$ cat config.mk
export PLATFORM = sky130hd
export DESIGN_NAME = sem_ctrl
export DESIGN_NICKNAME = d
export VERILOG_FILES = /design/src/rtl/sem_pkg.sv /design/src/rtl/sem_ctrl.sv
export SDC_FILE = /design/constraint.sdc
export NUM_CORES = 1
export LEC_CHECK = 0
export BUFFER_PORTS_ARGS = -buffer_cell sky130_fd_sc_hd__clkbuf_2
export CORE_AREA = 5 5 42 44
export CTS_CLUSTER_SIZE = 40
export DETAILED_ROUTE_END_ITERATION = 6
export DIE_AREA = 0 0 47 49
export PLACE_DENSITY_LB_ADDON = 0.15
export SLEW_MARGIN = 40
export SYNTH_ARGS = -nofsm -noshare
export SYNTH_HDL_FRONTEND = slang
export SYNTH_SLANG_ARGS = --single-unit
$ cat constraint.sdc
create_clock -name i_clk -period 3.8 [get_ports i_clk]
set_input_delay 0.76 -clock i_clk [delete_from_list [all_inputs] [get_ports i_clk]]
set_output_delay 0.76 -clock i_clk [all_outputs]
set_load 0.005 [all_outputs]
$ cat src/rtl/sem_pkg.sv
// Shared types and constants for the Sobel edge magnitude block.
// Holds the item structs, controller states and ctrl/datapath command and status.
// No dependencies.
`timescale 1ns / 1ps
`default_nettype none
package sem_pkg;

    localparam int unsigned PIX_W   = 8;
    localparam int unsigned EDGE_W  = 11;
    localparam int unsigned CFGW_W  = 11;
    localparam int unsigned CFGH_W  = 16;
    localparam int unsigned CFGD_W  = 16;
    localparam int unsigned ABS_W   = 10;
    localparam int unsigned SQ_W    = 20;
    localparam int unsigned RAD_W   = 22;
    localparam int unsigned REM_W   = 14;
    localparam int unsigned STEP_W  = 4;
    localparam logic [STEP_W-1:0] ROOT_STEPS_M1 = 4'd10;

    localparam logic [CFGW_W-1:0] WIDTH_RESET  = 11'd640;
    localparam logic [CFGH_W-1:0] HEIGHT_RESET = 16'd480;
    localparam logic [EDGE_W-1:0] EDGE_MAX     = 11'd1442;

    typedef enum logic {
        REG_WIDTH  = 1'b0,
        REG_HEIGHT = 1'b1
    } t_reg_idx;

    typedef enum logic {
        REQ_PIXEL = 1'b0,
        REQ_DRAIN = 1'b1
    } t_req;

    typedef struct packed {
        logic              req_type;
        logic [PIX_W-1:0]  pixel_value;
    } t_in_item;

    typedef struct packed {
        logic [EDGE_W-1:0] edge_value;
        logic              end_of_frame;
    } t_out_item;

    typedef enum logic [6:0] {
        S_IDLE = 7'b0000001,
        S_WIN  = 7'b0000010,
        S_GRAD = 7'b0000100,
        S_MUL  = 7'b0001000,
        S_SUM  = 7'b0010000,
        S_ROOT = 7'b0100000,
        S_DONE = 7'b1000000
    } t_state;

    typedef struct packed {
        logic pix_take;
        logic drain_take;
        logic win;
        logic grad;
        logic mul;
        logic sum;
        logic root;
        logic out_load;
    } t_cmd;

    typedef struct packed {
        logic drain_pend;
        logic emit;
        logic mag;
        logic root_last;
        logic out_free;
    } t_sts;

endpackage
`default_nettype wire

$ cat src/rtl/sem_ctrl.sv
// Controller state machine for the Sobel edge magnitude block.
// Sequences one item at a time through the datapath; depends on sem_pkg.
`timescale 1ns / 1ps
`default_nettype none
module sem_ctrl (
    input  wire logic           i_clk,
    input  wire logic           i_rst_n,
    input  wire logic           i_in_valid,
    input  wire logic           i_in_req,
    output logic                o_in_stall,
    input  wire sem_pkg::t_sts  i_sts,
    output sem_pkg::t_cmd       o_cmd
);
    import sem_pkg::*;

    t_state r_state, n_state;
    logic   w_acc;

    assign o_in_stall = (r_state != S_IDLE);
    assign w_acc      = i_in_valid && (r_state == S_IDLE);

    always_comb begin
        n_state = r_state;
        o_cmd   = '0;
        unique case (r_state)
            S_IDLE: begin
                if (w_acc) begin
                    if (i_in_req == REQ_DRAIN) begin
                        if (i_sts.drain_pend) begin
                            o_cmd.drain_take = 1'b1;
                            n_state = S_DONE;
                        end
                    end else if (!i_sts.drain_pend) begin
                        o_cmd.pix_take = 1'b1;
                        n_state = S_WIN;
                    end
                end
            end
            S_WIN: begin
                o_cmd.win = 1'b1;
                if (!i_sts.emit) n_state = S_IDLE;
                else if (!i_sts.mag) n_state = S_DONE;
                else n_state = S_GRAD;
            end
            S_GRAD: begin
                o_cmd.grad = 1'b1;
                n_state = S_MUL;
            end
            S_MUL: begin
                o_cmd.mul = 1'b1;
                n_state = S_SUM;
            end
            S_SUM: begin
                o_cmd.sum = 1'b1;
                n_state = S_ROOT;
            end
            S_ROOT: begin
                o_cmd.root = 1'b1;
                if (i_sts.root_last) n_state = S_DONE;
            end
            S_DONE: begin
                if (i_sts.out_free) begin
                    o_cmd.out_load = 1'b1;
                    n_state = S_IDLE;
                end
            end
            default: n_state = S_IDLE;
        endcase
    end

    always_ff @(posedge i_clk) begin
        if (!i_rst_n) begin
            r_state <= S_IDLE;
        end else begin
            r_state <= n_state;
        end
    end

endmodule
`default_nettype wire

==> results of run 1 <==
cells in the mapped netlist (all sizes together), types with 2 or more instances:
cell type / count
nand2b: 2
dfxtp: 7
buf: 6
nand3: 2
nor2b: 2
nand2: 5
inv: 3
a211oi: 3
nor4b: 2
nor3b: 6
nor3: 7
nor2: 5
or3b: 3
xor2: 2
o21a: 2
o21ai: 2
power groups by stage:
stage | sequential, uW | clock [uW] | combinational, uW
global route | 98.9 | 78.8 | 98.9
global placement | 98.2 | 0 | 89.2
finish | 97.3 | 72.9 | 89.7
detailed placement | 98.3 | 0 | 89.1
floorplan | 82.7 | 0 | 83.9
CTS | 96.6 | 74.4 | 89.9
worst max path at each step:
stage | slack [ns] | to | cells after the start | from
floorplan | 1.76 | o_cmd[0] | 4 | r_state[1]
global placement | 1.57 | r_state[4] | 5 | i_in_req
detailed placement | 1.62 | o_cmd[1] | 3 | r_state[1]
CTS | 1.33 | o_cmd[1] | 3 | r_state[1]
global route | 1.15 | o_cmd[7] | 4 | r_state[0]
finish | 1.32 | o_cmd[1] | 3 | r_state[1]
cells by family (layout without fill, tap and decap cells):
family	after synthesis	in the layout
AOI/OAI and AO/OA	12	12
xor gates and xnor gates	2	2
buffers and inverters	10	24
DFF	7	7
and+or+nand+nor	41	41
layout make-up:
cell class / count / area, um2
fill: 136 / 724.4
multi-input combinational: 55 / 394.1
sequential: 7 / 140.1
timing repair buffer: 17 / 85.08
clock buffer: 4 / 26.28
tap: 16 / 20.02
inverter: 3 / 11.26
metal layers:
metal	routed length, um	global-route usage	vias to the layer above
li1	-	-	291
met1	577	0.1692	271
met2	624	0.1991	19
met3	89	0.04059	5
met4	25	0.05530	0
met5	0	0	-
worst register-to-register path: stages (launching register included):
cell and delay, ns:
dfxtp_1 0.53, or3b_2 0.50, a211oi_2 0.31, or3b_1 0.24, nor4b_1 0.08
metrics by stage:
stage / hold slack (ns) / setup WS, ns / utilization
after global routing: 0.6424 / 1.154 / 0.4830
after global placement: 0.5921 / 1.573 / 0.4643
after CTS: 0.6049 / 1.326 / 0.4830
after detailed placement: 0.5961 / 1.615 / 0.4643
final: 0.6070 / 1.325 / 0.4830
after floorplan: 0.5542 / 1.756 / -
==> impl_metrics.yaml, run 1 <==
finish:
  area.growth.synth_to_final_pct: 15.60
  largest_register_ff_count: 7
  layout.cells.most_common: "clkbuf_2"
  n_antenna_cell: 0
  post-route-cell-area_um2: 676.9
  layoutNonFillerInstCount: 102
  most_used_cells_in_the_layout_excluding_fill_and_tap_cells: "clkbuf_2 (17), dfxtp_1 (7), nor3b_1 (6), nor3_1 (6)"
  registers.top_by_ff_count: "r_state"
  post_route_cells_drive_above_1_share: 0.3140
  fin_nets: 96
  layout_top_registers: "r_state x7"
synthesis:
  synthXorXnorAreaFrac: 0.02991
  post_synthesis_compound_gate_area_fraction: 0.1731
  synthCells: 72
  share_of_synthesized_area_occupied_by_flip_flops_and_latches: 0.2393
  count_of_flip_flops_with_a_built_in_enable_after_synthesis: 0
  synth_top_flop_cell: "dfxtp_1"
  synthMuxAreaShare: 0
  yosys_warnings: 0
  synthAdderAreaFrac: 0
  post_synth.cell_area_avg_um2: 8.133
  synthArstFlopShare: 0
  post-synth-top-area-fraction: 0.2393
  synth_top_family_by_area: "simple AND/OR/NAND/NOR gates"
  yosys.area.top_type: "dfxtp_1"
  yosys-top-cells-area: "dfxtp_1 (24%), nor3b_1 (7.7%), nor3_1 (5.1%)"
  yosysUniqueCellTypes: 34
  syn_nets: 81
  netlist_area_um2: 585.6
  simple_gate_fraction_of_synth_area: 0.4701
  synth_seq_cells: 7
drt:
  drcViolationCount: 0
  final_antenna_net_count: 0
  routed_wire_length_per_instance_um: 12.91
  wl_mm: 1.317
  route.detailed.vias_per_inst: 5.745
  route.vias.total: 586
  detailedRoute.firstPassIterationCount: 5
  drt_iter0_drc: 13
worst_setup_path:
  slowest_delay_ns: 0.61
  regToRegStartpoint: "r_state[6]"
  crit-reg2reg-capture: "r_state[4]"
  timing.critical_path.cells: "or4_4, nor4b_4, clkbuf_2"
  crit_path_max_fanout: 9
  worst_ep_required_time_ns: 3.04
  worst_setup_path_end_kind: "primary output"
  critical_path.top_delay_family: "simple AND/OR/NAND/NOR gates"
  setup.reg_to_reg.worst_slack_ns: 2.01
  timing.setup.critical_path_class: "reg -> out"
  combined_buffer_and_inverter_count_along_the_critical_path: 1
  cp_slowest_cell: "or4_4"
  reg2reg_depth: 4
  critical_path.startpoint_type: "register"
  critical_path_arrival_ns: 1.72
die:
  die_width_um: 47
  die-area_um2: 2303
  rows: 14
  floorplan.core_area_um2: 1401
  initial_utilization: 0.4179
  die-height_um: 49
  boundaryPins: 18
clock_network:
  cts.clk_slew.worst_paths_ns: 0.06
  ctsLongestPathBuffers: 2
  cts_sinks: 7
  cts_buffers: 3
  worst_skew_pair.late_latency_ns: 0.26
  tritoncts: "built"
  cts_h_tree_lvls: 1
  postCtsSetupBuffers: 0
  post_cts_resize_count: 0
  cts.root.buffer_cell: "clkbuf_4"
  hold_buffers: 0
power_and_ir_drop:
  switching_power_uw: 95.68
  ir_drop_v: 0.0001695
  netSwitchingFraction: 0.3681
  leakagePower_uw: 0.0002927
  internal_power_uw: 164.2
  p_seq_frac: 0.375
  share_clk_of_total_power: 0.280
  power.density_nw_per_um2: 384.0
  pwr-share-comb: 0.345
  fin_total_pwr_uw: 259.9
sta:
  maxSlewHeadroom: 0.7021
  aggregate_negative_setup_slack_ns: 0
  timing.final.hold_violations: 0
  report.final.slew_viol_count: 0
  clock-skew-final_ns: 0.005093
  setup_repair_after_global_routing_missed_its_margin: "false"
  fmax_mhz: 404.0
  layout_min_cycle_time_ns: 2.475
  timing.final.setup_violations: 0
  period_utilization_post_route: 0.6514
  worst_slew_pin_slew_ns: 0.4427
global_routing:
  grt_max_degree: 13
  initial_antenna_violation_count: 0
  globalRouteTotalUtil: 0.1324
  grt_pass1_vias: 535
  global_route_wire_length_before_repair_mm: 2.318
  grt-ovfl-total: 0
placement:
  numPortBuffers: 17
  dpl-instance-area_um2: 650.6
  numPlacedInstances: 98
  post-dp-hpwl_mm: 1.019
  gp_routability_congestion: 0.7952
min_path:
  min-delay-start: "r_state[3]"
  worst_hold_path.endpoint: "r_state[4]"
  hp-class: "reg -> reg"
  holdPathStages: 1
run:
  drv.max_cap_violation_count: 0
status:
  outcome: "complete, no violations"
Note: power is estimated with default switching activity, not from simulation.
==> run 2: changes to the inputs <==
- ABC_AREA: default -> 1
- clock period: 3.8 -> 2 ns (I/O delays scaled with it)
==> impl_metrics.yaml, run 2 <==
status:
  outcome: "complete, no violations"
finish:
  layoutNonFillerInstCount: 129
  n_antenna_cell: 0
  postLayoutCoreUtil: 0.4902
  registers.top_by_ff_count: "r_state"
  fin_nets: 123
  layout.cells.most_common: "nand2_1"
  most_used_cells_in_the_layout_excluding_fill_and_tap_cells: "nand2_1 (18), nor2_1 (17), clkbuf_2 (17), inv_1 (11), nand3_1 (10)"
  area.growth.synth_to_final_pct: 24.21
  layout_top_registers: "r_state x7"
  largest_register_ff_count: 7
  post_route_cells_drive_above_1_share: 0.3540
  post-route-cell-area_um2: 686.9
global_routing:
  grt-ovfl-total: 0
  globalRouteTotalUtil: 0.1301
  global_route_wire_length_before_repair_mm: 2.180
  grt_pass1_vias: 522
  grt_max_degree: 8
  initial_antenna_violation_count: 0
synthesis:
  count_of_flip_flops_with_a_built_in_enable_after_synthesis: 0
  synthCells: 92
  yosysUniqueCellTypes: 17
  yosys-top-cells-count: "nand2_1 (18), nor2_1 (18), inv_1 (11)"
  synth_top_flop_cell: "dfxtp_1"
  syn_nets: 101
  share_of_synthesized_area_occupied_by_flip_flops_and_latches: 0.2534
  post-synth-top-area-fraction: 0.2534
  yosys_warnings: 0
  yosys.area.top_type: "dfxtp_1"
  post_synth.cell_area_avg_um2: 6.011
  synth_seq_cells: 7
  synthArstFlopShare: 0
  yosys-top-cells-area: "dfxtp_1 (25%), nand2_1 (12%), nor2_1 (12%)"
  netlist_area_um2: 553.0
sta:
  report.final.slew_viol_count: 0
  worst_slew_pin_slew_ns: 0.2285
  period_utilization_post_route: 0.9215
  aggregate_negative_setup_slack_ns: 0
  timing.final.hold_violations: 0
  timing.final.setup_violations: 0
  fmax_mhz: 542.6
  layout_min_cycle_time_ns: 1.843
  setup_repair_after_global_routing_missed_its_margin: "false"
  clock-skew-final_ns: 0.0002711
  timing.final.ws_setup_ns: 0.1569
  maxSlewHeadroom: 0.8461
worst_setup_path:
  critical_path.top_delay_family: "simple AND/OR/NAND/NOR gates"
  worst_setup_path_end_kind: "primary output"
  slowest_delay_ns: 0.34
  worst_ep_required_time_ns: 1.60
  critical_path.startpoint_type: "register"
  crit_path_max_fanout: 6
  cp_slowest_cell: "dfxtp_1"
  crit_top_cell: "nand2_1"
  combined_buffer_and_inverter_count_along_the_critical_path: 1
  critical_path_arrival_ns: 1.44
  timing.critical_path.cells: "nor2_2, nand2_1, nor2_4, nand2_1, nor3_1, clkbuf_2"
  timing.setup.critical_path_class: "reg -> out"
power_and_ir_drop:
  power.density_nw_per_um2: 1211
  leakagePower_uw: 0.0003827
  switching_power_uw: 409.2
  p_seq_frac: 0.245
  netSwitchingFraction: 0.4919
  pwr-share-comb: 0.592
  internal_power_uw: 422.7
  share_clk_of_total_power: 0.163
  ir_drop_v: 0.0004653
placement:
  numPlacedInstances: 125
  dp_worst_setup_slack_ns: 0.3744
  post-dp-hpwl_mm: 1.092
  dpl-instance-area_um2: 658.1
  numPortBuffers: 17
  gp_routability_congestion: 0.7634
min_path:
  hp-class: "in -> reg"
clock_network:
  postCtsSetupBuffers: 0
  ctsLongestPathBuffers: 2
  tritoncts: "built"
  cts.root.buffer_cell: "clkbuf_4"
  hold_buffers: 0
  worst_skew_pair.late_latency_ns: 0.26
  cts_buffers: 3
  cts.clk_slew.worst_paths_ns: 0.06
  cts_h_tree_lvls: 1
  cts_sinks: 7
drt:
  wl_mm: 1.309
  routed_wire_length_per_instance_um: 10.15
  detailedRoute.firstPassIterationCount: 4
  drcViolationCount: 0
  drt_iter0_drc: 18
  route.detailed.vias_per_inst: 4.798
  route.vias.total: 619
  final_antenna_net_count: 0
die:
  die-height_um: 49
  die_width_um: 47
  floorplan.core_area_um2: 1401
  die-area_um2: 2303
  boundaryPins: 18
  rows: 14
  initial_utilization: 0.3946
run:
  drv.max_cap_violation_count: 0
-- run 2: cell types whose count changed after synthesis, sizes merged, moves of 6 or more --
cell | previous run | this run
nor3b | 6 | 0
nor2 | 5 | 25
buf | 6 | 0
inv | 3 | 19
nand3 | 2 | 12
nand2 | 5 | 19
-- run 2: logic make-up (layout without fill, tap and decap cells) --
| group | Yosys count | after routing | share of synthesized area |
|---|---|---|---|
| AOI/OAI and AO/OA | 1 | 1 | 0.009041 |
| buffers and inverters | 19 | 40 | 0.1290 |
| DFF | 7 | 7 | 0.2534 |
| and+or+nand+nor | 65 | 65 | 0.6086 |
-- run 2: cell type report --
class                           instances  area [um2]
Multi-Input combinational cell         66       344.1
Timing Repair Buffer                   17       85.08
Inverter                               19       71.32
Fill cell                             165       714.4
Tap cell                               16       20.02
Clock buffer                            4       26.28
Sequential cell                         7       140.1
-- run 2: what timing repair did --
item	in CTS	in global routing
gates resized for setup	0	1
endpoints found under the hold margin	0	0
setup endpoints to repair	0	2
-- run 2: path summary, 6_finish.rpt --
path / startpoint / to / slack, ns / cells after the start
worst max register to register: r_state[2] / r_state[6] / 0.73 / 8
worst max-delay path: r_state[2] / o_cmd[6] / 0.16 / 6
worst min register to register: r_state[3] / r_state[4] / 0.54 / 2
worst min-delay path: i_rst_n / r_state[0] / 0.41 / 2
-- run 2: worst reg2reg max path, cell delays in order (launching register included) --
cell     delay [ns]
dfxtp_1        0.34
nor2_2         0.19
nand2_1        0.11
nor2_4         0.17
nand2_4        0.08
nand4_2        0.11
nand2_1        0.06
nand2_1        0.07
nor2_2         0.03
-- run 2: stage by stage --
stage               hold slack, ns  total power [uW]
floorplan                   0.4841             596.5
global placement            0.5242             704.0
detailed placement          0.5123             704.8
CTS                         0.4124             838.9
global route                0.4318             929.8
finish                      0.4150             831.9
-- run 2: power by group through the flow --
stage                     Clock [uW]  Sequential [uW]  Combinational (uW)
after floorplan                    0              201                 396
after global placement             0              206                 498
after detailed placement           0              207                 498
after CTS                        135              205                 499
after global routing             145              211                 574
final                            135              204                 493
-- run 2: routing by layer --
metal | GRT usage | vias up | wire length (um)
li1 | - | 327 | -
met1 | 0.1794 | 261 | 620
met2 | 0.1742 | 27 | 534
met3 | 0.05166 | 4 | 133
met4 | 0.05530 | 0 | 20
met5 | 0 | - | 0
==> run 3: changes to the inputs <==
- HOLD_SLACK_MARGIN: default -> 0.1
- RECOVER_POWER: default -> 50
- clock period: 2 -> 1.7 ns (I/O delays scaled with it)
==> impl_metrics.yaml, run 3 (synthesized netlist as in run 2, its figures left out) <==
clock_network:
  cts_buffers: 3
  cts_sinks: 7
  tritoncts: "built"
  cts.root.buffer_cell: "clkbuf_4"
  ctsLongestPathBuffers: 2
  hold_buffers: 0
  worst_skew_pair.late_latency_ns: 0.26
  cts.clk_slew.worst_paths_ns: 0.06
  cts_h_tree_lvls: 1
sta:
  fmax_mhz: 624.9
  setup_repair_after_global_routing_missed_its_margin: "false"
  period_utilization_post_route: 0.9413
  maxSlewHeadroom: 0.8417
  timing.final.setup_violations: 0
  timing.final.hold_violations: 0
  report.final.slew_viol_count: 0
  hold_ws_ns: 0.3475
  clock-skew-final_ns: 0.0002293
  aggregate_negative_setup_slack_ns: 0
  worst_slew_pin_slew_ns: 0.2349
  layout_min_cycle_time_ns: 1.600
placement:
  numPortBuffers: 17
  numPlacedInstances: 125
  dpl-instance-area_um2: 658.1
  post-dp-hpwl_mm: 1.092
  gp_routability_congestion: 0.7635
die:
  die-height_um: 49
  rows: 14
  floorplan.core_area_um2: 1401
  die_width_um: 47
  boundaryPins: 18
  die-area_um2: 2303
  initial_utilization: 0.3946
power_and_ir_drop:
  internal_power_uw: 613.3
  share_clk_of_total_power: 0.139
  power.density_nw_per_um2: 1527
  p_seq_frac: 0.216
  netSwitchingFraction: 0.4622
  pwr-share-comb: 0.645
  switching_power_uw: 527.1
  ir_drop_v: 0.0005581
  leakagePower_uw: 0.0004120
finish:
  layoutNonFillerInstCount: 134
  layout_top_registers: "r_state x7"
  post_route_cells_drive_above_1_share: 0.4322
  area.growth.synth_to_final_pct: 35.07
  most_used_cells_in_the_layout_excluding_fill_and_tap_cells: "nand2_1 (17), clkbuf_2 (17), nor2_1 (16), inv_1 (11), nand3_1 (10)"
  largest_register_ff_count: 7
  fin_nets: 128
  post-route-cell-area_um2: 747.0
  n_antenna_cell: 0
  registers.top_by_ff_count: "r_state"
  postLayoutCoreUtil: 0.5330
status:
  outcome: "complete, no violations"
global_routing:
  initial_antenna_violation_count: 0
  globalRouteTotalUtil: 0.1308
  grt_pass1_vias: 525
  global_route_wire_length_before_repair_mm: 2.194
  grt_max_degree: 8
  grt-ovfl-total: 0
drt:
  route.detailed.vias_per_inst: 4.799
  final_antenna_net_count: 0
  drcViolationCount: 0
  detailedRoute.firstPassIterationCount: 4
  routed_wire_length_per_instance_um: 10.36
  route.vias.total: 643
  drt_iter0_drc: 19
  wl_mm: 1.388
worst_setup_path:
  critical_path.startpoint_type: "register"
  cp-startpoint: "r_state[6]"
  worst_setup_path_end_kind: "primary output"
  critical_path_arrival_ns: 1.26
  crit_path_max_fanout: 4
  timing.setup.critical_path_class: "reg -> out"
  regToRegStartpoint: "r_state[6]"
  worst_ep_required_time_ns: 1.36
run:
  drv.max_cap_violation_count: 0
min_path:
  min-delay-start: "i_rst_n"
  hp-class: "in -> reg"
run 3: cell types whose count changed in the layout (fill, tap and decap cells not counted), sizes merged:
cell / delta
buf: +5
run 3: through the flow:
| step | power [uW] | worst slack (ns) |
|---|---|---|
| global placement | 828.2 | 0.1804 |
| detailed placement | 829.2 | 0.1344 |
| finish | 1140 | 0.09977 |
| floorplan | 701.8 | 0.3892 |
| global route | 1260 | 0.002783 |
| CTS | 1049 | 0.01923 |
run 3: power groups by stage:
stage               logic (uW)  clock network, uW  registers (uW)
floorplan                  465                  0             236
global placement           585                  0             243
detailed placement         586                  0             243
CTS                        649                159             241
global route               835                171             254
finish                     736                159             246
run 3: cell type report:
| class | count | area, um2 |
|---|---|---|
| multi-input combinational | 66 | 364.1 |
| tap | 16 | 20.02 |
| sequential | 7 | 142.6 |
| clock buffer | 4 | 26.28 |
| timing repair buffer | 22 | 122.6 |
| fill | 155 | 654.4 |
| inverter | 19 | 71.32 |
run 3: worst max-delay path, cell delays in order, from the launching register on:
cell	delay (ns)
dfxtp_1	0.33
inv_2	0.10
nand3_4	0.11
nor2_4	0.15
nand2_1	0.09
nor3_2	0.10
clkbuf_2	0.13
run 3: final timing paths:
| check | to | slack [ns] | cells after the start |
|---|---|---|---|
| min reg2reg | r_state[0] | 0.52 | 2 |
| max | o_cmd[6] | 0.1 | 6 |
| min | r_state[0] | 0.35 | 2 |
| max reg2reg | r_state[6] | 0.42 | 9 |
run 3: timing repair:
action / in CTS / in global routing
resized for setup: 3 / 5
setup buffers: 2 / 3
endpoints found under the setup margin: 2 / 6
pin swaps: 2 / 3
run 3: routing by layer:
metal | wire length (um) | global-route usage
met1 | 617 | 0.1816
met2 | 624 | 0.1742
met3 | 121 | 0.05166
met4 | 25 | 0.05530
met5 | 0 | 0
